$ cat config.mk
export PLATFORM = sky130hd
export DESIGN_NAME = fsc_ctrl
export DESIGN_NICKNAME = d
export VERILOG_FILES = /design/src/rtl/fsc_pkg.sv /design/src/rtl/fsc_ctrl.sv
export SDC_FILE = /design/constraint.sdc
export NUM_CORES = 1
export LEC_CHECK = 0
export ABC_CLOCK_PERIOD_IN_PS = 4900
export BUFFER_PORTS_ARGS = -buffer_cell sky130_fd_sc_hd__buf_2
export CORE_MARGIN = 2
export CORE_UTILIZATION = 45
export DETAILED_ROUTE_END_ITERATION = 10
export PLACE_DENSITY = 0.69
export SKIP_CTS_REPAIR_TIMING = 1
export SYNTH_ARGS = -nofsm -noshare
export SYNTH_HDL_FRONTEND = slang
export SYNTH_SLANG_ARGS = --single-unit
$ cat constraint.sdc
create_clock -name i_clk -period 4.9 [get_ports i_clk]
set_input_delay 0.245 -clock i_clk [delete_from_list [all_inputs] [get_ports i_clk]]
set_output_delay 0.245 -clock i_clk [all_outputs]
set_load 0.01 [all_outputs]
$ cat src/rtl/fsc_pkg.sv
// Types, constants and helper functions for the Fourier series coefficient unit.
// No dependencies.
`timescale 1ns / 1ps

package fsc_pkg;

    localparam int K_W          = 6;
    localparam int CORDIC_STEPS = 16;
    localparam int XW           = 34;   // CORDIC vector, Q2.30 plus headroom
    localparam int ZW           = 33;   // angle residue, 2^-32 turn units
    localparam logic signed [XW-1:0] CORDIC_KINIT = XW'(652032874);

    typedef struct packed {
        logic [15:0]        angle;
        logic signed [15:0] sample;
        logic               last_sample;
    } t_in_item;

    typedef struct packed {
        logic [K_W-1:0]     harmonic_index;
        logic signed [31:0] cosine_coefficient;
        logic signed [31:0] sine_coefficient;
        logic [62:0]        power;
        logic               samples_dropped;
        logic               last_harmonic;
    } t_out_item;

    typedef enum logic [3:0] {
        S_LOAD,
        S_READ,
        S_PREP,
        S_ROT,
        S_TRIG,
        S_MAC,
        S_DIVA,
        S_DIVB,
        S_SQA,
        S_SQB,
        S_EMIT
    } t_state;

    typedef struct packed {
        logic load_wr;
        logic rd;
        logic prep;
        logic rot;
        logic trig;
        logic mac;
        logic clr_acc;
        logic div_load;
        logic div_step;
        logic div_sel_b;
        logic take_a;
        logic take_b;
        logic sq_a;
        logic sq_b;
        logic emit;
    } t_dp_cmd;

    function automatic logic [29:0] atan_turn(input logic [3:0] idx);
        logic [29:0] v;
        unique case (idx)
            4'd0:    v = 30'h20000000;
            4'd1:    v = 30'h12E4051E;
            4'd2:    v = 30'h09FB385B;
            4'd3:    v = 30'h051111D4;
            4'd4:    v = 30'h028B0D43;
            4'd5:    v = 30'h0145D7E1;
            4'd6:    v = 30'h00A2F61E;
            4'd7:    v = 30'h00517C55;
            4'd8:    v = 30'h0028BE53;
            4'd9:    v = 30'h00145F2F;
            4'd10:   v = 30'h000A2F98;
            4'd11:   v = 30'h000517CC;
            4'd12:   v = 30'h00028BE6;
            4'd13:   v = 30'h000145F3;
            4'd14:   v = 30'h0000A2FA;
            4'd15:   v = 30'h0000517D;
            default: v = 30'h0;
        endcase
        return v;
    endfunction

    function automatic logic signed [15:0] sat16(input logic signed [19:0] v);
        logic signed [15:0] r;
        if (v > 20'sd32767) begin
            r = 16'sh7FFF;
        end else if (v < -20'sd32768) begin
            r = 16'sh8000;
        end else begin
            r = v[15:0];
        end
        return r;
    endfunction

endpackage

$ cat src/rtl/fsc_ctrl.sv
// Sequencer for sample loading and per-harmonic computation.
// Uses fsc_pkg.
`timescale 1ns / 1ps

module fsc_ctrl #(
    parameter int MAX_SAMPLES = 128,
    parameter int CNT_W       = 8,
    parameter int IDX_W       = 7,
    parameter int NW          = 38,
    parameter int SW          = 6
) (
    input  logic                  i_clk,
    input  logic                  i_rst_n,
    input  logic                  i_valid,
    input  logic                  i_last,
    output logic                  o_stall,
    output logic                  o_valid,
    input  logic                  i_stall,
    output fsc_pkg::t_dp_cmd      o_cmd,
    output logic [IDX_W-1:0]      o_wr_addr,
    output logic [IDX_W-1:0]      o_rd_addr,
    output logic [fsc_pkg::K_W-1:0] o_k,
    output logic [3:0]            o_iter,
    output logic [CNT_W-1:0]      o_m,
    output logic                  o_run_ovf,
    output logic                  o_last_h
);

    fsc_pkg::t_state r_state, n_state;

    logic [CNT_W-1:0]        r_count, r_m, r_half, cnt_inc;
    logic                    r_ovf, r_run_ovf, r_out_valid;
    logic [IDX_W-1:0]        r_j;
    logic [fsc_pkg::K_W-1:0] r_k;
    logic [SW-1:0]           r_step;
    logic                    in_acc, full, j_last, rot_last, div_last, emit_ok, last_h;

    assign full     = (r_count == CNT_W'(MAX_SAMPLES));
    assign cnt_inc  = full ? r_count : r_count + 1'b1;
    assign in_acc   = i_valid && (r_state == fsc_pkg::S_LOAD);
    assign j_last   = ((CNT_W+1)'(r_j) + 1'b1 == (CNT_W+1)'(r_m));
    assign rot_last = (r_step == SW'(fsc_pkg::CORDIC_STEPS - 1));
    assign div_last = (r_step == SW'(NW));
    assign emit_ok  = !r_out_valid || !i_stall;
    assign last_h   = ((CNT_W+fsc_pkg::K_W)'(r_k) + 1'b1
                       == (CNT_W+fsc_pkg::K_W)'(r_half));

    // next state
    always_comb begin
        n_state = r_state;
        unique case (r_state)
            fsc_pkg::S_LOAD: begin
                if (in_acc && i_last && (cnt_inc >> 1) != '0) n_state = fsc_pkg::S_READ;
            end
            fsc_pkg::S_READ: n_state = fsc_pkg::S_PREP;
            fsc_pkg::S_PREP: n_state = fsc_pkg::S_ROT;
            fsc_pkg::S_ROT: begin
                if (rot_last) n_state = fsc_pkg::S_TRIG;
            end
            fsc_pkg::S_TRIG: n_state = fsc_pkg::S_MAC;
            fsc_pkg::S_MAC:  n_state = j_last ? fsc_pkg::S_DIVA : fsc_pkg::S_READ;
            fsc_pkg::S_DIVA: begin
                if (div_last) n_state = fsc_pkg::S_DIVB;
            end
            fsc_pkg::S_DIVB: begin
                if (div_last) n_state = fsc_pkg::S_SQA;
            end
            fsc_pkg::S_SQA: n_state = fsc_pkg::S_SQB;
            fsc_pkg::S_SQB: n_state = fsc_pkg::S_EMIT;
            fsc_pkg::S_EMIT: begin
                if (emit_ok) n_state = last_h ? fsc_pkg::S_LOAD : fsc_pkg::S_READ;
            end
            default: n_state = fsc_pkg::S_LOAD;
        endcase
    end

    // command outputs
    always_comb begin
        o_cmd           = '0;
        o_cmd.load_wr   = in_acc && !full;
        o_cmd.rd        = (r_state == fsc_pkg::S_READ);
        o_cmd.prep      = (r_state == fsc_pkg::S_PREP);
        o_cmd.rot       = (r_state == fsc_pkg::S_ROT);
        o_cmd.trig      = (r_state == fsc_pkg::S_TRIG);
        o_cmd.mac       = (r_state == fsc_pkg::S_MAC);
        o_cmd.clr_acc   = (in_acc && i_last) || (r_state == fsc_pkg::S_EMIT && emit_ok);
        o_cmd.div_load  = (r_state == fsc_pkg::S_DIVA || r_state == fsc_pkg::S_DIVB)
                          && r_step == '0;
        o_cmd.div_step  = (r_state == fsc_pkg::S_DIVA || r_state == fsc_pkg::S_DIVB)
                          && r_step != '0;
        o_cmd.div_sel_b = (r_state == fsc_pkg::S_DIVB);
        o_cmd.take_a    = (r_state == fsc_pkg::S_DIVB) && r_step == '0;
        o_cmd.take_b    = (r_state == fsc_pkg::S_SQA);
        o_cmd.sq_a      = (r_state == fsc_pkg::S_SQA);
        o_cmd.sq_b      = (r_state == fsc_pkg::S_SQB);
        o_cmd.emit      = (r_state == fsc_pkg::S_EMIT) && emit_ok;
    end

    always_ff @(posedge i_clk) begin
        if (!i_rst_n) begin
            r_state     <= fsc_pkg::S_LOAD;
            r_count     <= '0;
            r_ovf       <= 1'b0;
            r_run_ovf   <= 1'b0;
            r_out_valid <= 1'b0;
            r_m         <= '0;
            r_half      <= '0;
            r_j         <= '0;
            r_k         <= '0;
            r_step      <= '0;
        end else begin
            r_state <= n_state;
            if (in_acc) begin
                if (i_last) begin
                    r_count   <= '0;
                    r_ovf     <= 1'b0;
                    r_run_ovf <= r_ovf || full;
                    r_m       <= cnt_inc;
                    r_half    <= cnt_inc >> 1;
                    r_j       <= '0;
                    r_k       <= '0;
                end else begin
                    r_count <= cnt_inc;
                    if (full) r_ovf <= 1'b1;
                end
            end
            if (r_state == fsc_pkg::S_PREP) r_step <= '0;
            else if (r_state == fsc_pkg::S_ROT && !rot_last) r_step <= r_step + 1'b1;
            else if (r_state == fsc_pkg::S_MAC) r_step <= '0;
            else if (r_state == fsc_pkg::S_DIVA || r_state == fsc_pkg::S_DIVB)
                r_step <= div_last ? '0 : r_step + 1'b1;
            if (r_state == fsc_pkg::S_MAC && !j_last) r_j <= r_j + 1'b1;
            if (r_state == fsc_pkg::S_EMIT && emit_ok) begin
                r_j <= '0;
                r_k <= r_k + 1'b1;
            end
            if (r_state == fsc_pkg::S_EMIT && emit_ok) r_out_valid <= 1'b1;
            else if (!i_stall) r_out_valid <= 1'b0;
        end
    end

    assign o_stall   = (r_state != fsc_pkg::S_LOAD);
    assign o_valid   = r_out_valid;
    assign o_wr_addr = r_count[IDX_W-1:0];
    assign o_rd_addr = r_j;
    assign o_k       = r_k;
    assign o_iter    = r_step[3:0];
    assign o_m       = r_m;
    assign o_run_ovf = r_run_ovf;
    assign o_last_h  = last_h;

endmodule

* Word-level counts from Yosys, hierarchy flattened *
Index checks and enable logic that the tools add are counted.

storage, ports and cells
  output and inout port bits = 51
  bits of input ports = 5
  logic and storage cells = 99
  register bits = 49

cells by class
  reduce and logical (&&, ||, !) cells = 37
  add/sub/neg operators = 6
  bitwise logic cells = 1
  eq/ne operators = 21
  multiplexer cells = 24

operators by type and width
  operator               count
  $pmux W4 S11           1
  $mux W6                7
  $mux W7                3
  $mux W4                5
  $eq A4 B3 Y1 const B   4
  $mux W8                2
  $add A6 B1 Y6 const B  2
  $eq A4 B4 Y1 const B   3
  $logic_and A1 B1 Y1    10
  $reduce_bool A2 Y1     5
  $add A7 B1 Y8 const B  1
  $add A8 B1 Y8 const B  1
  $eq A4 B2 Y1 const B   2
  $eq A8 B8 Y1           1
  $eq A8 B8 Y1 const B   1
  $ne A2 B1 Y1 const B   4
  $reduce_and A2 Y1      4
  $reduce_bool A8 Y1     1
  $add A6 B1 Y7 const B  1
  $add A7 B1 Y7 const B  1
  $eq A7 B7 Y1           1
  $eq A6 B4 Y1 const B   1
  $eq A6 B6 Y1 const B   1
  $logic_not A6 Y1       1
  13 further kinds       26

* Depth between registers and ports, before layout *
  word-level depth = 6
  gate-level depth with buffers = 9

* Worst setup path after synthesis *
OpenSTA, ideal clock, no wires.

  path type = register -> register
  start = register r_k (netlist bit o_k[0])
  end = register r_state[0]
  path buffers = 0
  arrival time = 2.154 ns
  setup time = 0.122 ns
  stages on the path, launching flop included = 8
  setup slack = 2.624 ns
  clock period less this slack = 2.276 ns
  cell sequence = dfxtp_1 -> ha_1 -> nand4b_1 -> a221oi_1 -> o2111ai_1 -> nor4_1 -> nor3_1 -> o32a_1

between the ends
  longest elaborated chain between the ends = 5

ends and longest elaborated chain
  what                    RTL line         source
  start, declared         fsc_ctrl.sv:34   logic [fsc_pkg::K_W-1:0] r_k;
  start signal, assigned  fsc_ctrl.sv:135  r_k <= r_k + 1'b1;
  $add A6 B1 Y7           fsc_ctrl.sv:45   assign last_h = ((CNT_W+fsc_pkg::K_W)'(r_k) + 1'b1
  $eq A7 B7 Y1            fsc_ctrl.sv:46   == (CNT_W+fsc_pkg::K_W)'(r_half));
  named net o_last_h      fsc_ctrl.sv:26   output logic o_last_h
  $mux W1                 fsc_ctrl.sv:71   if (emit_ok) n_state = last_h ? fsc_pkg::S_LOAD : fsc_pkg::S_READ;
  $mux W4                 fsc_ctrl.sv:71
  $pmux W4 S11            fsc_ctrl.sv:51   unique case (r_state)
  end signal, assigned    fsc_ctrl.sv:101  r_state <= fsc_pkg::S_LOAD;
  end signal, assigned    fsc_ctrl.sv:112  r_state <= n_state;
  end, declared           fsc_ctrl.sv:29   fsc_pkg::t_state r_state, n_state;

The timed path passes the listed nets, and every way through them passes these cells. The select of a mux whose other input is x is not followed.
A chain may end at the register's enable or synchronous reset.

* Final worst setup path *
  start = register r_k (netlist bit o_k[0])
  end = output o_last_h

between the ends
  longest elaborated chain between the ends = 2

ends and longest elaborated chain
  what           RTL line
  $add A6 B1 Y7  fsc_ctrl.sv:45
  $eq A7 B7 Y1   fsc_ctrl.sv:46
  end, declared  fsc_ctrl.sv:26

Every way passes these cells.

==> results by group <==
Power
  – Clk pwr share: 41.3%
  – Flop pwr share: between 50% and 60%
  – Peak supply drop: around 0.11 mV
  – Int Power: approximately 0.00053 W
  – Psw: ~0.00017 W
  – PD cells: 219 mW/mm²
  – Comb power frac: just over 8%
  – Sw Ratio: between 20% and 30%
  – Leak Pwr: about 1.4 nW

Layout
  – Share of cells above drive strength 1: between 10% and 20%
  – Final nets: between 400 and 500
  – Multi-input gate area: approximately 0.0018 mm²
  – Commonest non-fill, non-tap cells in the layout: buf_2, dfxtp_1, nor2_1
  – Most common cell after layout, fill and taps aside: buf_2
  – Register area: between 800 and 900 µm²
  – Area growth, synth to finish: 9.26%
  – Finished Layout Cells: 477
  – FILL cells: 654
  – Diodes inserted: 0

Global routing
  – Overall routing resource usage: between 15 and 20%
  – Largest net degree at the start of global routing: 34
  – Vias in the first global route: roughly 2300
  – Global-route wire length before repair: 11000 µm
  – Total gr overflow: 0
  – Initial antenna violation count: 0

Clock tree
  – Num CTS Buffers: 5
  – Clock root buffer: clkbuf_8
  – Worst skew pair latency: roughly 300 ps
  – CTS tree: done
  – Clock Path Buffers: 2
  – Clock transition time at the flip-flop clock pins of the worst setup and hold paths: around 80 ps
  – CTS Sinks: 42
  – H-tree depth: 2

Hold path
  – Hold Crit Class: in -> reg
  – Min-delay src: i_stall
  – Hold endpoint: o_valid$_SDFFE_PN0P_
  – Hold depth: 3

Floorplan
  – Overall die area: 0.00718 mm²
  – # rows: 29
  – Top Ports: between 50 and 60
  – Starting Density: a little under half
  – Die H: 84.7 µm
  – Core Area: ~0.0063 mm²
  – Die X: about 85 µm

Routing
  – Final wirelength: ~6700 µm
  – Post-route ant nets: 0
  – Avg WL per Cell: ~14 µm
  – Initial DRC Count: around 110
  – Via density: roughly 5.6
  – Pre-antenna DRT Iters: 4
  – DR vias: around 2700
  – # DRC: 0

Synth
  – Mapped Avg Cell Area: just under 8 µm²
  – Post-Synthesis Cells: approximately 380
  – Yosys top cell area share: between 20% and 30%
  – Yosys top cell by area: dfxtp_1
  – Synth async-reset ratio: 0%
  – Post-synth cell types: 60
  – Number of synthesized flops with an enable pin: 0
  – Syn_nets: between 300 and 400
  – Sequential area share after synthesis: 28.7%
  – Synthesized area: between 0.002 and 0.003 mm²
  – Ranking of synthesized cells by area: dfxtp_1, nor2_1, xnor2_1
  – Yosys warns: 0
  – Top_reg_cell synth: dfxtp_1
  – Flops & latches, synth: between 40 and 50

STA
  – Max Fclk: 366 MHz
  – WHS: 257 ps
  – Period utilization: 55.7%
  – Fin. max-slew vios: 0
  – Final setup violation count: 0
  – RSZ-0062 raised after global routing: false
  – Final Skew: 10.4 ps
  – Rel. slew slack: ~45%
  – Final TNS setup: 0 ps
  – Tmin final: 2730 ps
  – Worst Max-Slew Pin Slew: roughly 820 ps
  – Fin. Hold Viols: 0

Run status
  – Status: finished, final reports clean

Placement
  – Placed insts: 470
  – Port Buf Inserts: between 50 and 60
  – Hpwl dp: roughly 4800 µm
  – Final estimated routing congestion in global placement: between 0.9 and 1

Worst setup path
  – Cells on worst reg2reg path: 6
  – R2r endpoint: r_count[4]$_SDFFE_PN0P_
  – Crit Path Category: reg -> out
  – Worst EP required: ~4700 ps
  – Flop-to-flop setup slack: about 2400 ps
  – Worst setup EP type: primary output
  – Max FO, Critical Path: 7
  – R2r startpoint: r_state[3]$_SDFFE_PN0P_
  – Data arrival, critical path: roughly 2500 ps
  – CP startpoint kind: register

Job
  – Max_cap viols: 0
critical path, stage by stage, from the launching register on:
cell,delay (ps)
dfxtp_1,450
ha_1,320
nand4b_1,130
a221oi_1,320
o2111ai_1,150
nor4_1,580
buf_2,240
registers in the layout (all words and copies together), names as in the netlist:
signal / cells
r_state: 4
o_k: 6
o_run_ovf: 1
o_m: 8
r_step: 6
o_rd_addr: 7
r_ovf: 1
o_valid: 1
r_count: 8
cells by family (layout without fill, tap and decap cells):
logic type               Yosys count  count (layout)  share of synthesized area [%]
AND/OR/NAND/NOR                  163             163                           29.4
buffers and inverters             49              74                           8.79
flip-flops                        42              42                           28.7
adder cells (fa/ha/maj)            7               7                           2.99
XOR/XNOR                          27              27                           8.07
AO/OA/AOI/OAI                     82              82                           20.4
multiplexers                       5               5                           1.75
how the worst max path moves through the flow:
stage / start / endpoint / cells after the start
2_1_floorplan: o_k[0]$_SDFFE_PN0P_ / r_state[0]$_SDFFE_PN0P_ / 7
6_report: o_k[0]$_SDFFE_PN0P_ / o_last_h / 6
5_1_grt: r_state[2]$_SDFFE_PN0P_ / o_cmd[8] / 5
4_1_cts: r_state[2]$_SDFFE_PN0P_ / o_cmd[8] / 5
3_5_place_dp: r_state[2]$_SDFFE_PN0P_ / o_rd_addr[6]$_SDFFE_PP0P_ / 4
3_3_place_gp: r_state[2]$_SDFFE_PN0P_ / o_rd_addr[6]$_SDFFE_PP0P_ / 4
routing by layer:
metal	GRT usage (%)	wire length, µm	up-vias
met4	6.06	76	0
met5	0	0	-
met2	30.3	3140	74
met3	3.64	327	6
met1	24.5	3110	1242
li1	-	-	1357
through the flow:
stage	power [W]	util (%)	setup slack, ps	area [µm²]
after floorplan	0.000403	-	2620	2930
after global placement	0.000419	48.9	2500	3090
after detailed placement	0.000419	48.9	2460	3090
after CTS	0.000708	50.7	2230	3200
after global routing	0.000726	50.7	1980	3200
final	0.000700	50.7	2170	3200
Yosys cell counts, drive strengths merged (7+ instances only):
cell     n
and3     7
clkbuf  16
a31oi    8
a21oi   11
nor2b   13
dfxtp   42
nor2    37
buf     21
xor2    13
nor3    16
o21ai   20
ha       7
and2     8
xnor2   14
inv     12
a21o     7
nand2b  11
nand3   13
nand2   31
cell type report:
cell class                 instances  area share [%]
sequential                        42            26.3
tap                               77            3.01
multi-input combinational        284            57.2
clock buffer                       6            2.58
inverter                          12            1.41
clock inverter                     1           0.938
timing repair buffer              55            8.59
power by group through the flow:
stage / Sequential [W] / Clock [W] / Combinational, W
floorplan: 0.000361 / 0 / 0.0000429
global placement: 0.000362 / 0 / 0.0000566
detailed placement: 0.000362 / 0 / 0.0000573
CTS: 0.000354 / 0.000297 / 0.0000574
global route: 0.000355 / 0.000307 / 0.0000635
finish: 0.000354 / 0.000289 / 0.0000571
No activity file was read; power rests on OpenSTA's default activity.
